File: src/qsfd_pkg.sv
// ----------------------------------------------------------------------------
// qsfd_pkg
// Shared types and constants of the quality score frame decoder.
// ----------------------------------------------------------------------------
package qsfd_pkg;

  // code byte classes
  localparam logic [7:0] RUN_FLOOR    = 8'd201;
  localparam logic [7:0] TRIPLE_FLOOR = 8'd137;
  localparam logic [7:0] PAIR_FLOOR   = 8'd73;
  localparam logic [7:0] LIT_OFFSET   = 8'd32;
  localparam logic [7:0] HDR_MAX      = 8'd128;
  localparam logic [7:0] TRIPLE_BIAS  = 8'd3;
  localparam logic [7:0] PAIR_BIAS    = 8'd7;

  // configuration
  localparam int          LINE_LEN_W     = 16;
  localparam logic [15:0] LINE_LEN_RESET = 16'd100;
  localparam int          APB_ADDR_W     = 3;
  localparam int          APB_DATA_W     = 32;
  localparam logic        REG_LINE_LENGTH = 1'b0;

  // parameter defaults
  localparam int LINE_POS_BITS_DEF = 16;
  localparam int QUEUE_DEPTH_DEF   = 4;

  typedef enum logic [1:0] {
    OP_CLEAR,
    OP_RUN,
    OP_TRIPLE,
    OP_PAIR
  } op_t;

  typedef struct packed {
    op_t        op;
    logic [7:0] base;
    logic [5:0] digits;
    logic [5:0] count;
  } cmd_t;

  typedef enum logic {
    B_IDLE,
    B_EMIT
  } back_state_t;

endpackage

File: src/qsfd_if.sv
// ----------------------------------------------------------------------------
// qsfd channel interfaces
// Valid/ready channels for code bytes, decoder commands and symbols.
// ----------------------------------------------------------------------------
interface qsfd_byte_if;
  logic       valid;
  logic       ready;
  logic [7:0] code_byte;

  modport source (output valid, output code_byte, input ready);
  modport sink (input valid, input code_byte, output ready);
endinterface

interface qsfd_cmd_if;
  logic          valid;
  logic          ready;
  qsfd_pkg::cmd_t cmd;

  modport source (output valid, output cmd, input ready);
  modport sink (input valid, input cmd, output ready);
endinterface

interface qsfd_sym_if;
  logic       valid;
  logic       ready;
  logic [7:0] symbol;
  logic       line_end;
  logic       last;

  modport source (output valid, output symbol, output line_end, output last, input ready);
  modport sink (input valid, input symbol, input line_end, input last, output ready);
endinterface

File: src/quality_score_frame_decoder.sv
// ----------------------------------------------------------------------------
// quality_score_frame_decoder
// Decodes framed, compressed quality score bytes into quality symbols.
// ----------------------------------------------------------------------------
// code: valid/ready channel of compressed bytes, one byte per transfer.
//   A zero byte ends a frame; the first byte of a frame is its header.
// sym: valid/ready channel of decoded symbols with line_end and last flags;
//   last marks the final symbol produced by one code byte.
// APB port: register line_length at byte address 0, reset value 100.
// Path: a code byte is written into the command queue when it transfers,
//   the generator loads it from the queue into its command registers, and
//   its first symbol is then registered in the output register.
// Throughput: the symbol generator emits one symbol per cycle while sym
//   takes them; each command also passes its load step first. A header of
//   128 or less only uses the load step; other bytes without symbols skip it.
// The command queue lets bytes that give no symbol pass while the
//   generator works. A stalled sym channel holds the output register,
//   then the generator, then the queue, and finally code.ready drops.
// Reset clears frame tracking, the queue, the line position and the
//   output register, and returns line_length to 100.
// ----------------------------------------------------------------------------
module quality_score_frame_decoder #(
  parameter int LINE_POS_BITS = qsfd_pkg::LINE_POS_BITS_DEF,
  parameter int QUEUE_DEPTH   = qsfd_pkg::QUEUE_DEPTH_DEF
) (
  input  logic                              clk,
  input  logic                              rst,
  qsfd_byte_if.sink                         code,
  qsfd_sym_if.source                        sym,
  input  logic                              psel,
  input  logic                              penable,
  input  logic                              pwrite,
  input  logic [qsfd_pkg::APB_ADDR_W-1:0]   paddr,
  input  logic [qsfd_pkg::APB_DATA_W-1:0]   pwdata,
  output logic [qsfd_pkg::APB_DATA_W-1:0]   prdata,
  output logic                              pready
);

  logic [qsfd_pkg::LINE_LEN_W-1:0] line_length;
  logic                            reg_hit;

  qsfd_cmd_if cmd_q_in ();
  qsfd_cmd_if cmd_q_out ();

  assign pready  = 1'b1;
  assign reg_hit = paddr[qsfd_pkg::APB_ADDR_W-1] == qsfd_pkg::REG_LINE_LENGTH;
  assign prdata  = reg_hit ? qsfd_pkg::APB_DATA_W'(line_length) : '0;

  always_ff @(posedge clk) begin
    if (rst) begin
      line_length <= qsfd_pkg::LINE_LEN_RESET;
    end else if (psel && penable && pwrite && pready && reg_hit) begin
      line_length <= pwdata[qsfd_pkg::LINE_LEN_W-1:0];
    end
  end

  qsfd_front u_front (
    .clk     (clk),
    .rst     (rst),
    .code    (code),
    .cmd_out (cmd_q_in.source)
  );

  qsfd_fifo #(
    .DEPTH (QUEUE_DEPTH)
  ) u_fifo (
    .clk (clk),
    .rst (rst),
    .wr  (cmd_q_in.sink),
    .rd  (cmd_q_out.source)
  );

  qsfd_back #(
    .LINE_POS_BITS (LINE_POS_BITS)
  ) u_back (
    .clk         (clk),
    .rst         (rst),
    .line_length (line_length),
    .cmd_in      (cmd_q_out.sink),
    .sym         (sym)
  );

endmodule

File: src/qsfd_front.sv
// ----------------------------------------------------------------------------
// qsfd_front
// Frame tracking and byte classification into decoder commands.
// ----------------------------------------------------------------------------
module qsfd_front (
  input  logic         clk,
  input  logic         rst,
  qsfd_byte_if.sink    code,
  qsfd_cmd_if.source   cmd_out
);

  logic       frame_open;
  logic       skip_frame;
  logic [7:0] ref_q;
  logic       accept;
  logic [7:0] b;
  logic       hdr_skip;
  qsfd_pkg::cmd_t cmd_next;
  logic       push;

  assign b        = code.code_byte;
  assign accept   = code.valid && code.ready;
  assign hdr_skip = b > qsfd_pkg::HDR_MAX;
  assign code.ready = cmd_out.ready;

  always_comb begin
    cmd_next = '{op: qsfd_pkg::OP_CLEAR, base: ref_q, digits: 6'd0, count: 6'd0};
    push     = 1'b0;
    if (!frame_open) begin
      push = (b != 8'd0) && !hdr_skip;
    end else if (b != 8'd0 && !skip_frame) begin
      if (b >= qsfd_pkg::RUN_FLOOR) begin
        cmd_next.op    = qsfd_pkg::OP_RUN;
        cmd_next.count = 6'(b - qsfd_pkg::RUN_FLOOR);
        push           = b != qsfd_pkg::RUN_FLOOR;
      end else if (b >= qsfd_pkg::TRIPLE_FLOOR) begin
        cmd_next.op     = qsfd_pkg::OP_TRIPLE;
        cmd_next.base   = ref_q - qsfd_pkg::TRIPLE_BIAS;
        cmd_next.digits = 6'(b - qsfd_pkg::TRIPLE_FLOOR);
        cmd_next.count  = 6'd3;
        push            = 1'b1;
      end else if (b >= qsfd_pkg::PAIR_FLOOR) begin
        cmd_next.op     = qsfd_pkg::OP_PAIR;
        cmd_next.base   = ref_q - qsfd_pkg::PAIR_BIAS;
        cmd_next.digits = 6'(b - qsfd_pkg::PAIR_FLOOR);
        cmd_next.count  = 6'd2;
        push            = 1'b1;
      end else begin
        cmd_next.op    = qsfd_pkg::OP_RUN;
        cmd_next.base  = b + qsfd_pkg::LIT_OFFSET;
        cmd_next.count = 6'd1;
        push           = 1'b1;
      end
    end
  end

  assign cmd_out.valid = code.valid && push;
  assign cmd_out.cmd   = cmd_next;

  always_ff @(posedge clk) begin
    if (rst) begin
      frame_open <= 1'b0;
      skip_frame <= 1'b0;
      ref_q      <= 8'd0;
    end else if (accept) begin
      if (!frame_open) begin
        if (b != 8'd0) begin
          frame_open <= 1'b1;
          skip_frame <= hdr_skip;
          ref_q      <= b;
        end
      end else if (b == 8'd0) begin
        frame_open <= 1'b0;
        skip_frame <= 1'b0;
      end
    end
  end

endmodule

File: src/qsfd_fifo.sv
// ----------------------------------------------------------------------------
// qsfd_fifo
// Short command queue between the classifier and the symbol generator.
// ----------------------------------------------------------------------------
module qsfd_fifo #(
  parameter int DEPTH = qsfd_pkg::QUEUE_DEPTH_DEF
) (
  input  logic       clk,
  input  logic       rst,
  qsfd_cmd_if.sink   wr,
  qsfd_cmd_if.source rd
);

  localparam int PTR_W = (DEPTH > 1) ? $clog2(DEPTH) : 1;
  localparam int CNT_W = $clog2(DEPTH + 1);

  qsfd_pkg::cmd_t  mem [DEPTH];
  logic [PTR_W-1:0] wr_ptr;
  logic [PTR_W-1:0] rd_ptr;
  logic [CNT_W-1:0] fill;
  logic             push;
  logic             pop;

  assign wr.ready = fill != CNT_W'(DEPTH);
  assign rd.valid = fill != '0;
  assign rd.cmd   = mem[rd_ptr];
  assign push     = wr.valid && wr.ready;
  assign pop      = rd.valid && rd.ready;

  always_ff @(posedge clk) begin
    if (push) begin
      mem[wr_ptr] <= wr.cmd;
    end
  end

  always_ff @(posedge clk) begin
    if (rst) begin
      wr_ptr <= '0;
      rd_ptr <= '0;
      fill   <= '0;
    end else begin
      if (push) begin
        wr_ptr <= (wr_ptr == PTR_W'(DEPTH - 1)) ? '0 : wr_ptr + 1'b1;
      end
      if (pop) begin
        rd_ptr <= (rd_ptr == PTR_W'(DEPTH - 1)) ? '0 : rd_ptr + 1'b1;
      end
      if (push && !pop) begin
        fill <= fill + 1'b1;
      end else if (pop && !push) begin
        fill <= fill - 1'b1;
      end
    end
  end

endmodule

File: src/qsfd_back.sv
// ----------------------------------------------------------------------------
// qsfd_back
// Symbol generator: expands commands into symbols, tracks line position.
// ----------------------------------------------------------------------------
module qsfd_back #(
  parameter int LINE_POS_BITS = qsfd_pkg::LINE_POS_BITS_DEF
) (
  input  logic                            clk,
  input  logic                            rst,
  input  logic [qsfd_pkg::LINE_LEN_W-1:0] line_length,
  qsfd_cmd_if.sink                        cmd_in,
  qsfd_sym_if.source                      sym
);

  localparam int CMP_W = (LINE_POS_BITS > qsfd_pkg::LINE_LEN_W) ?
                         LINE_POS_BITS : qsfd_pkg::LINE_LEN_W;

  qsfd_pkg::back_state_t state;
  qsfd_pkg::back_state_t state_next;
  qsfd_pkg::op_t         cur_op;
  logic [7:0]            cur_base;
  logic [5:0]            cur_digits;
  logic [5:0]            remaining;
  logic [LINE_POS_BITS-1:0] line_pos;
  logic [LINE_POS_BITS-1:0] pos_inc;
  logic [CMP_W-1:0]      pos_ext;
  logic [CMP_W-1:0]      len_ext;
  logic                  brk;
  logic [7:0]            digit;
  logic [7:0]            sym_value;
  logic                  ovalid;
  logic [7:0]            symbol_q;
  logic                  line_end_q;
  logic                  last_q;
  logic                  slot_free;
  logic                  emit;
  logic                  take;

  assign slot_free = !ovalid || sym.ready;
  assign pos_inc   = line_pos + 1'b1;
  assign pos_ext   = CMP_W'(pos_inc);
  assign len_ext   = CMP_W'(line_length);
  assign brk       = (line_length != '0) && (pos_ext == len_ext);
  assign sym_value = cur_base + digit;

  always_comb begin
    case (cur_op)
      qsfd_pkg::OP_TRIPLE: digit = {6'd0, cur_digits[5:4]};
      qsfd_pkg::OP_PAIR:   digit = {5'd0, cur_digits[5:3]};
      default:             digit = 8'd0;
    endcase
  end

  // next state
  always_comb begin
    state_next = state;
    case (state)
      qsfd_pkg::B_IDLE: begin
        if (cmd_in.valid && cmd_in.cmd.op != qsfd_pkg::OP_CLEAR) begin
          state_next = qsfd_pkg::B_EMIT;
        end
      end
      qsfd_pkg::B_EMIT: begin
        if (slot_free && remaining == 6'd1) begin
          state_next = qsfd_pkg::B_IDLE;
        end
      end
      default: state_next = qsfd_pkg::B_IDLE;
    endcase
  end

  // outputs
  always_comb begin
    cmd_in.ready = 1'b0;
    emit         = 1'b0;
    case (state)
      qsfd_pkg::B_IDLE: cmd_in.ready = 1'b1;
      qsfd_pkg::B_EMIT: emit = slot_free;
      default: begin
        cmd_in.ready = 1'b0;
        emit         = 1'b0;
      end
    endcase
  end

  assign take = cmd_in.valid && cmd_in.ready;

  always_ff @(posedge clk) begin
    if (rst) begin
      state    <= qsfd_pkg::B_IDLE;
      line_pos <= '0;
      ovalid   <= 1'b0;
    end else begin
      state <= state_next;
      if (take && cmd_in.cmd.op == qsfd_pkg::OP_CLEAR) begin
        line_pos <= '0;
      end else if (emit) begin
        line_pos <= brk ? '0 : pos_inc;
      end
      if (emit) begin
        ovalid <= 1'b1;
      end else if (sym.ready) begin
        ovalid <= 1'b0;
      end
    end
  end

  always_ff @(posedge clk) begin
    if (take) begin
      cur_op     <= cmd_in.cmd.op;
      cur_base   <= cmd_in.cmd.base;
      cur_digits <= cmd_in.cmd.digits;
      remaining  <= cmd_in.cmd.count;
    end else if (emit) begin
      remaining <= remaining - 1'b1;
      case (cur_op)
        qsfd_pkg::OP_TRIPLE: cur_digits <= {cur_digits[3:0], 2'b00};
        qsfd_pkg::OP_PAIR:   cur_digits <= {cur_digits[2:0], 3'b000};
        default:             cur_digits <= cur_digits;
      endcase
    end
    if (emit) begin
      symbol_q   <= sym_value;
      line_end_q <= brk;
      last_q     <= remaining == 6'd1;
    end
  end

  assign sym.valid    = ovalid;
  assign sym.symbol   = symbol_q;
  assign sym.line_end = line_end_q;
  assign sym.last     = last_q;

`ifndef SYNTH
  a_emit_count: assert property (@(posedge clk) disable iff (rst)
    state == qsfd_pkg::B_EMIT |-> remaining != 6'd0)
    else $error("emit state with no symbols left");

  a_break_clears: assert property (@(posedge clk) disable iff (rst)
    emit && brk |=> line_pos == '0)
    else $error("line position not cleared after line break");

  a_last_idle: assert property (@(posedge clk) disable iff (rst)
    emit && remaining == 6'd1 |=> state == qsfd_pkg::B_IDLE && sym.last)
    else $error("final symbol did not end the command");
`endif

endmodule

File: src/flat_wrapper.sv
// flat-port wrapper written by rule: the top's interface ports become plain ports
module quality_score_frame_decoder_flat 
#(
  parameter int LINE_POS_BITS = qsfd_pkg::LINE_POS_BITS_DEF,
  parameter int QUEUE_DEPTH   = qsfd_pkg::QUEUE_DEPTH_DEF
)
  (clk, rst, psel, penable, pwrite, paddr, pwdata, prdata, pready, code_valid, code_code_byte, code_ready, sym_valid, sym_symbol, sym_line_end, sym_last, sym_ready);
  qsfd_byte_if code_i ();
  qsfd_sym_if sym_i ();
  input  logic clk;
  input  logic rst;
  input  logic psel;
  input  logic penable;
  input  logic pwrite;
  input  logic [qsfd_pkg::APB_ADDR_W-1:0] paddr;
  input  logic [qsfd_pkg::APB_DATA_W-1:0] pwdata;
  output logic [qsfd_pkg::APB_DATA_W-1:0] prdata;
  output logic pready;
  input wire logic [$bits(code_i.valid)-1:0] code_valid;
  input wire logic [$bits(code_i.code_byte)-1:0] code_code_byte;
  output wire logic [$bits(code_i.ready)-1:0] code_ready;
  output wire logic [$bits(sym_i.valid)-1:0] sym_valid;
  output wire logic [$bits(sym_i.symbol)-1:0] sym_symbol;
  output wire logic [$bits(sym_i.line_end)-1:0] sym_line_end;
  output wire logic [$bits(sym_i.last)-1:0] sym_last;
  input wire logic [$bits(sym_i.ready)-1:0] sym_ready;
  assign code_i.valid = code_valid;
  assign code_i.code_byte = code_code_byte;
  assign code_ready = code_i.ready;
  assign sym_valid = sym_i.valid;
  assign sym_symbol = sym_i.symbol;
  assign sym_line_end = sym_i.line_end;
  assign sym_last = sym_i.last;
  assign sym_i.ready = sym_ready;
  quality_score_frame_decoder #(.LINE_POS_BITS(LINE_POS_BITS), .QUEUE_DEPTH(QUEUE_DEPTH)) u_core (.clk(clk), .rst(rst), .code(code_i), .sym(sym_i), .psel(psel), .penable(penable), .pwrite(pwrite), .paddr(paddr), .pwdata(pwdata), .prdata(prdata), .pready(pready));
endmodule
File: config.mk
export PLATFORM = sky130hd
export DESIGN_NAME = quality_score_frame_decoder_flat
export DESIGN_NICKNAME = d
export VERILOG_FILES = /design/src/qsfd_pkg.sv /design/src/qsfd_if.sv /design/src/quality_score_frame_decoder.sv /design/src/qsfd_front.sv /design/src/qsfd_fifo.sv /design/src/qsfd_back.sv /design/src/flat_wrapper.sv
export SDC_FILE = /design/constraint.sdc
export NUM_CORES = 1
export LEC_CHECK = 0
export BUFFER_PORTS_ARGS = -buffer_cell sky130_fd_sc_hd__buf_2
export CAP_MARGIN = 20
export CORE_MARGIN = 4
export CORE_UTILIZATION = 59
export DETAILED_ROUTE_END_ITERATION = 16
export HOLD_SLACK_MARGIN = 0.1
export PLACE_DENSITY = 0.8
export SLEW_MARGIN = 20
export SYNTH_ARGS = -nofsm -noshare
export SYNTH_HDL_FRONTEND = slang
export SYNTH_HIERARCHICAL = 1
export SYNTH_SLANG_ARGS = --single-unit
export TNS_END_PERCENT = 20
File: constraint.sdc
create_clock -name clk -period 3.9 [get_ports clk]
set_input_delay 0.585 -clock clk [delete_from_list [all_inputs] [get_ports clk]]
set_output_delay 0.585 -clock clk [all_outputs]
set_load 0.01 [all_outputs]
; Word level (Yosys, flattened, before mapping)
; Memory sizes are Yosys's and may differ from the RTL's. A register that Yosys moved wholly into a read port is not among the register bits.
; Cells that the tools add are included.
[totals]
inputBits = 50
out_inout_bits = 45
wordCells = 124
regBits = 83
mem_bits_rw = 88
mem_count = 1
[mem_list]
columns = name, words, width, read_ports, rd_clocked_by_memory_dff, wr, line
row1 = u_core.u_fifo.mem, 4, 22, 1, 1, 1, qsfd_fifo.sv:17  ; qsfd_pkg::cmd_t mem [DEPTH];
[op_classes]
eq_ne = 9
reduce_logical = 36
n_addsub = 13
n_lt_le_gt_ge = 4
n_mux = 41
bitwise = 3
[op_table]
columns = operator, count
row1 = $mux 22, 3
row2 = $mux 6, 6
row3 = $mux 16, 2
row4 = $sub 6x4->6 const B, 3
row5 = $mux 1, 17
row6 = $add 16x1->16 const B, 1
row7 = $eq 16x16->1, 1
row8 = $ge 8x8->1 const B, 2
row9 = $reduce_bool 16->1, 1
row10 = $logic_and 1x1->1, 15
row11 = $mux 14, 1
row12 = $mux 2, 6
row13 = $pmux 6 s2, 1
row14 = $mux 10, 1
row15 = $reduce_bool 2->1, 5
row16 = $add 8x6->8 const B, 1
row17 = $add 8x8->8, 1
row18 = $eq 2x2->1 const B, 4
row19 = $ge 8x7->1 const B, 1
row20 = $gt 8x8->1 const B, 1
row21 = $logic_not 8->1, 1
row22 = $ne 8x8->1 const B, 1
row23 = $reduce_bool 8->1, 1
row24 = $sub 8x2->8 const B, 1
row25 = other kinds (19), 29

; Longest topological paths before layout
[depth]
depth_word = 10
depth_mapped = 13
depth_no_buf = 13

; Hierarchy
; Netlist, hierarchy kept.
[by_module_without_submodules]
columns = mod, n_inst, seq_area_each_um2, area_each_um2, cells_each
row1 = qsfd_fifo, 1, 2822.7, 3644.7, 162
row2 = qsfd_back, 1, 1321.3, 2945.3, 292
row3 = qsfd_front, 1, 200.2, 1390.1, 189
row4 = quality_score_frame_decoder, 1, 320.3, 972.2, 106

; Worst setup path before layout
; OpenSTA, ideal clock, no wires.
[synth_path]
path_kind = input -> register
from = input port code_code_byte[4]
to = register u_core.u_fifo.fill[2]
arrival_time_ps = 3165
t_required_ps = 3830
path_stages = 11
path_buffers = 1
setup_slack_ps = 664
setup_time_ps = 70
path_cell_list = buf_6 -> or3_4 -> o311ai_0 -> and4_1 -> and2_4 -> ha_1 -> inv_1 -> fa_1 -> xor2_1 -> or3_2 -> a21oi_1
[synth_between]
elab_chain_cells = 9
word_cells_on_any_way = 17
cone_classes = order compare: 2 / eq/ne: 1 / mux: 4 / reduce/logical: 10
[synth_rtl]
columns = item, line
row1 = from (decl), flat_wrapper.sv:20  ; input wire logic [$bits(code_i.code_byte)-1:0] code_code_byte;
row2 = "$ge 8x8->1, or another cell as far along", qsfd_front.sv:32  ; if (b >= qsfd_pkg::RUN_FLOOR) begin
row3 = "$mux 1, or another cell as far along", qsfd_front.sv:32
row4 = $mux 1 or $logic_and 1x1->1 (tied branches), "qsfd_front.sv:31, qsfd_front.sv:30"
row5 = $mux 1 *, qsfd_front.sv:29  ; if (!frame_open) begin
row6 = $logic_and 1x1->1 *, qsfd_front.sv:57  ; assign cmd_out.valid = code.valid && push;
row7 = via u_core.cmd_q_in.valid, qsfd_if.sv:15  ; logic valid;
row8 = $logic_and 1x1->1 *, qsfd_fifo.sv:27  ; assign push = wr.valid && wr.ready;
row9 = via u_core.u_fifo.push, qsfd_fifo.sv:21  ; logic push;
row10 = $logic_not 1->1, qsfd_fifo.sv:50  ; end else if (pop && !push) begin
row11 = $logic_and 1x1->1, qsfd_fifo.sv:50
row12 = $reduce_bool 2->1 (no source line), --
row13 = to (signal assigned), qsfd_fifo.sv:49  ; fill <= fill + 1'b1;
row14 = to (signal assigned), qsfd_fifo.sv:51  ; fill <= fill - 1'b1;
row15 = to (decl), qsfd_fifo.sv:20  ; logic [CNT_W-1:0] fill;
; The timed path passes the listed nets; every way through them passes the cells marked *.
; A chain may end at the register's enable or synchronous reset.

; Final worst setup path
; Ends and elaborated chain as after synthesis.

==> impl_metrics.py <==
metrics = {
    "setup_path": {
        "cp_max_fo": 9,
        "cp_data_arrival_time_ns": 3.48,
        "setup.worst_path.start_class": "input pin",
        "required_ns": 4.25,
        "criticalPathCategory": "input pin to register",
        "end_kind": "register",
    },
    "sta": {
        "rsz0062_at_grt": "no",
        "setup_viol": 0,
        "fmax_mhz": 319,
        "fin_crit_ns": 3.13,
        "totalNegativeSetupSlack_ns": 0,
        "fin_crit_sh": 0.803,
        "tightest_slew_ns": 0.973,
        "hold_viol": 0,
        "whs_ns": 0.417,
        "finClkSkew_ns": 0.00687,
        "maxSlewViolCount": 0,
        "maxSlewHeadroom": 0.351,
    },
    "final_layout": {
        "layout-drive-gt1-share": 0.186,
        "nFillCells": 1055,
        "seq_area_sq_mm": 0.00466,
        "multi_input_area_sq_mm": 0.00389,
        "area_growth_pct": 9.48,
        "diodes": 0,
        "nets": 860,
    },
    "power": {
        "irDropWorstVdd_v": 0.000347,
        "power.total_mw": 5.91,
        "leakage_nw": 3.62,
        "powerDensity_mw_per_mm2": 603,
    },
    "detailed_routing": {
        "drt-pass1-iter-count": 6,
        "via_count": 5964,
        "via_per_inst": 6.05,
        "avgRoutedWirePerCell_um": 18.8,
        "ant_nets": 0,
        "drt_iter0_markers": 599,
        "finalWirelength_um": 18600,
        "route.detailed.drc": 0,
    },
    "grt": {
        "grt_max_degree": 37,
        "overflow": 0,
        "grt.total_usage": 0.219,
        "antenna_found_initial": 0,
        "grt_pass1_wl_um": 30200,
        "first_global_vias": 5776,
    },
    "yosys": {
        "synth_ff_type": "edfxtp_1",
        "synthCells": 749,
        "ys_async_sr_fraction": 0,
        "ys_ff_latch": 173,
        "yosysWarnings": 6,
        "syn_area_sq_mm": 0.00895,
        "ys_seq_area_frac": 0.521,
        "ys_types": 87,
        "synth-edff-count": 120,
        "synth_area_per_cell_sq_um": 12.0,
    },
    "clock_tree": {
        "htreeDepth": 4,
        "clk_pin_slew_ns": 0.06,
        "hold_buffers": 0,
        "post_cts_buffers": 0,
        "clock_path_buffers": 2,
        "numCtsBuffers": 17,
        "cts_num_sinks": 173,
        "cts_tree": "built",
        "cts-root-buf": "clkbuf_16",
        "insertion_delay_ns": 0.43,
        "cts_resized": 0,
    },
    "hold_path": {
        "min_path_type": "input pin to register",
    },
    "placed_design": {
        "dpl.hpwl_um": 13000,
        "gp_congestion": 0.918,
        "io_buffers": 59,
    },
    "die": {
        "initial_core_util": 0.609,
        "io_pins": 95,
        "dieArea_sq_mm": 0.0172,
        "die_x_um": 131,
        "dieHeight_um": 131,
        "coreArea_sq_mm": 0.0147,
        "rows": 44,
    },
    "run_status": {
        "status": "finished, final reports clean",
    },
    "run": {
        "cap_viol_max_count": 0,
    },
}
## layout make-up
| type | instances | area share |
|---|---|---|
| Timing Repair Buffer | 65 | 0.0347 |
| Multi-Input combinational cell | 513 | 0.397 |
| Sequential cell | 173 | 0.476 |
| Tap cell | 184 | 0.0235 |
| Clock buffer | 20 | 0.0446 |
| Clock inverter | 12 | 0.0172 |
| Inverter | 19 | 0.00728 |
## where the power goes
group / switching (mW) / total [mW] / internal, mW
combinational: 0.891 / 1.53 / 0.643
clock: 0.674 / 1.74 / 1.07
sequential: 0.209 / 2.64 / 2.43
total: 1.77 / 5.91 / 4.14
## layer usage
metal | track usage | up-vias | wire length, um
met1 | 0.308 | 2925 | 8180
met4 | 0.0648 | 0 | 264
li1 | - | 2799 | -
met5 | 0 | - | 0
met3 | 0.0470 | 24 | 1140
met2 | 0.346 | 216 | 8980
## synth_stat cells, drive strengths merged, types with 7 or more instances
cell / n / area, sq um
nand3: 16 / 92.6
a21o: 8 / 67.6
buf: 41 / 313
mux2i: 36 / 360
mux4: 22 / 495
inv: 18 / 67.6
nand4: 8 / 65.1
and2: 14 / 91.3
edfxtp: 120 / 3600
and3: 12 / 85.1
nor2b: 18 / 113
nand2: 45 / 169
o21ai: 28 / 144
nor2: 45 / 169
a21oi: 24 / 135
nor3: 21 / 116
clkbuf: 17 / 65.1
nand2b: 35 / 219
or3: 8 / 57.6
ha: 19 / 238
o22ai: 7 / 43.8
xor2: 20 / 175
xnor2: 25 / 219
dfxtp: 53 / 1060
## stage by stage
step / std cells / utilization / instance area (sq um) / worst slack (ns)
finish: 986 / 0.667 / 9800 / 0.768
global route: 986 / 0.667 / 9800 / 0.635
CTS: 986 / 0.667 / 9800 / 0.800
detailed placement: 954 / 0.626 / 9200 / 0.356
global placement: 954 / 0.626 / 9200 / 0.460
floorplan: 764 / - / 9010 / 0.664
## registers in the layout (all words and copies together) (netlist names), named ones only
name,count
u_core/u_back/cur_op,2
u_core/u_back/sym.last,1
u_core/u_fifo/mem,88
u_core/line_length,16
u_core/u_back/sym.line_end,1
u_core/u_fifo/wr_ptr,2
u_core/u_back/cur_digits,6
u_core/u_back/line_pos,16
u_core/u_back/sym.symbol,8
u_core/u_fifo/fill,3
u_core/u_back/sym.valid,1
u_core/u_back/state,1
u_core/u_front/frame_open,1
u_core/u_fifo/rd_ptr,2
u_core/u_back/cur_base,8
u_core/u_back/remaining,6
u_core/u_front/skip_frame,1
u_core/u_front/ref_q,8
## cells by family after synthesis
kind of cell,count (synthesis),share of synthesized area
other,2,0.000839
adder cells (fa/ha/maj),21,0.0310
XOR/XNOR,45,0.0440
AO/OA/AOI/OAI,115,0.0927
AND/OR/NAND/NOR,256,0.162
multiplexers,59,0.0969
buffers and inverters,78,0.0512
flip-flops,173,0.521
## cell usage in the layout, fill, tap and decap left out, types with 18 or more instances in the layout
cell      instances
edfxtp_1        120
nand2b_1         35
dfxtp_1          53
xnor2_1          25
mux2i_1          36
nor2_1           45
a21oi_1          22
xor2_1           20
nor3_1           20
inv_1            18
buf_2            59
mux4_2           22
o21ai_0          25
nand2_1          45
ha_1             19
## worst max-delay path: stages
cell and delay, ns:
buf_2 0.15, or3_4 0.43, o311ai_0 0.41, and4_1 0.34
and2_4 0.19, ha_1 0.18, inv_1 0.06, fa_1 0.37
xor2_1 0.17, or3_2 0.43, a21oi_1 0.16
## path summary, 6_finish.rpt
| check | startpoint | endpoint | slack, ns | cells past startpoint |
|---|---|---|---|---|
| worst min register to register | u_core/u_back/line_pos[1] | u_core/u_back/line_pos[1] | 0.52 | 2 |
| worst max register to register | u_core/u_back/line_pos[0] | u_core/u_back/line_pos[14] | 1.03 | 8 |
| worst min-delay path | pwdata[11] | u_core/line_length[11] | 0.42 | 3 |
| worst max-delay path | code_code_byte[4] | u_core/u_fifo/fill[2] | 0.77 | 11 |
Note: power is estimated with default switching activity, not from simulation.
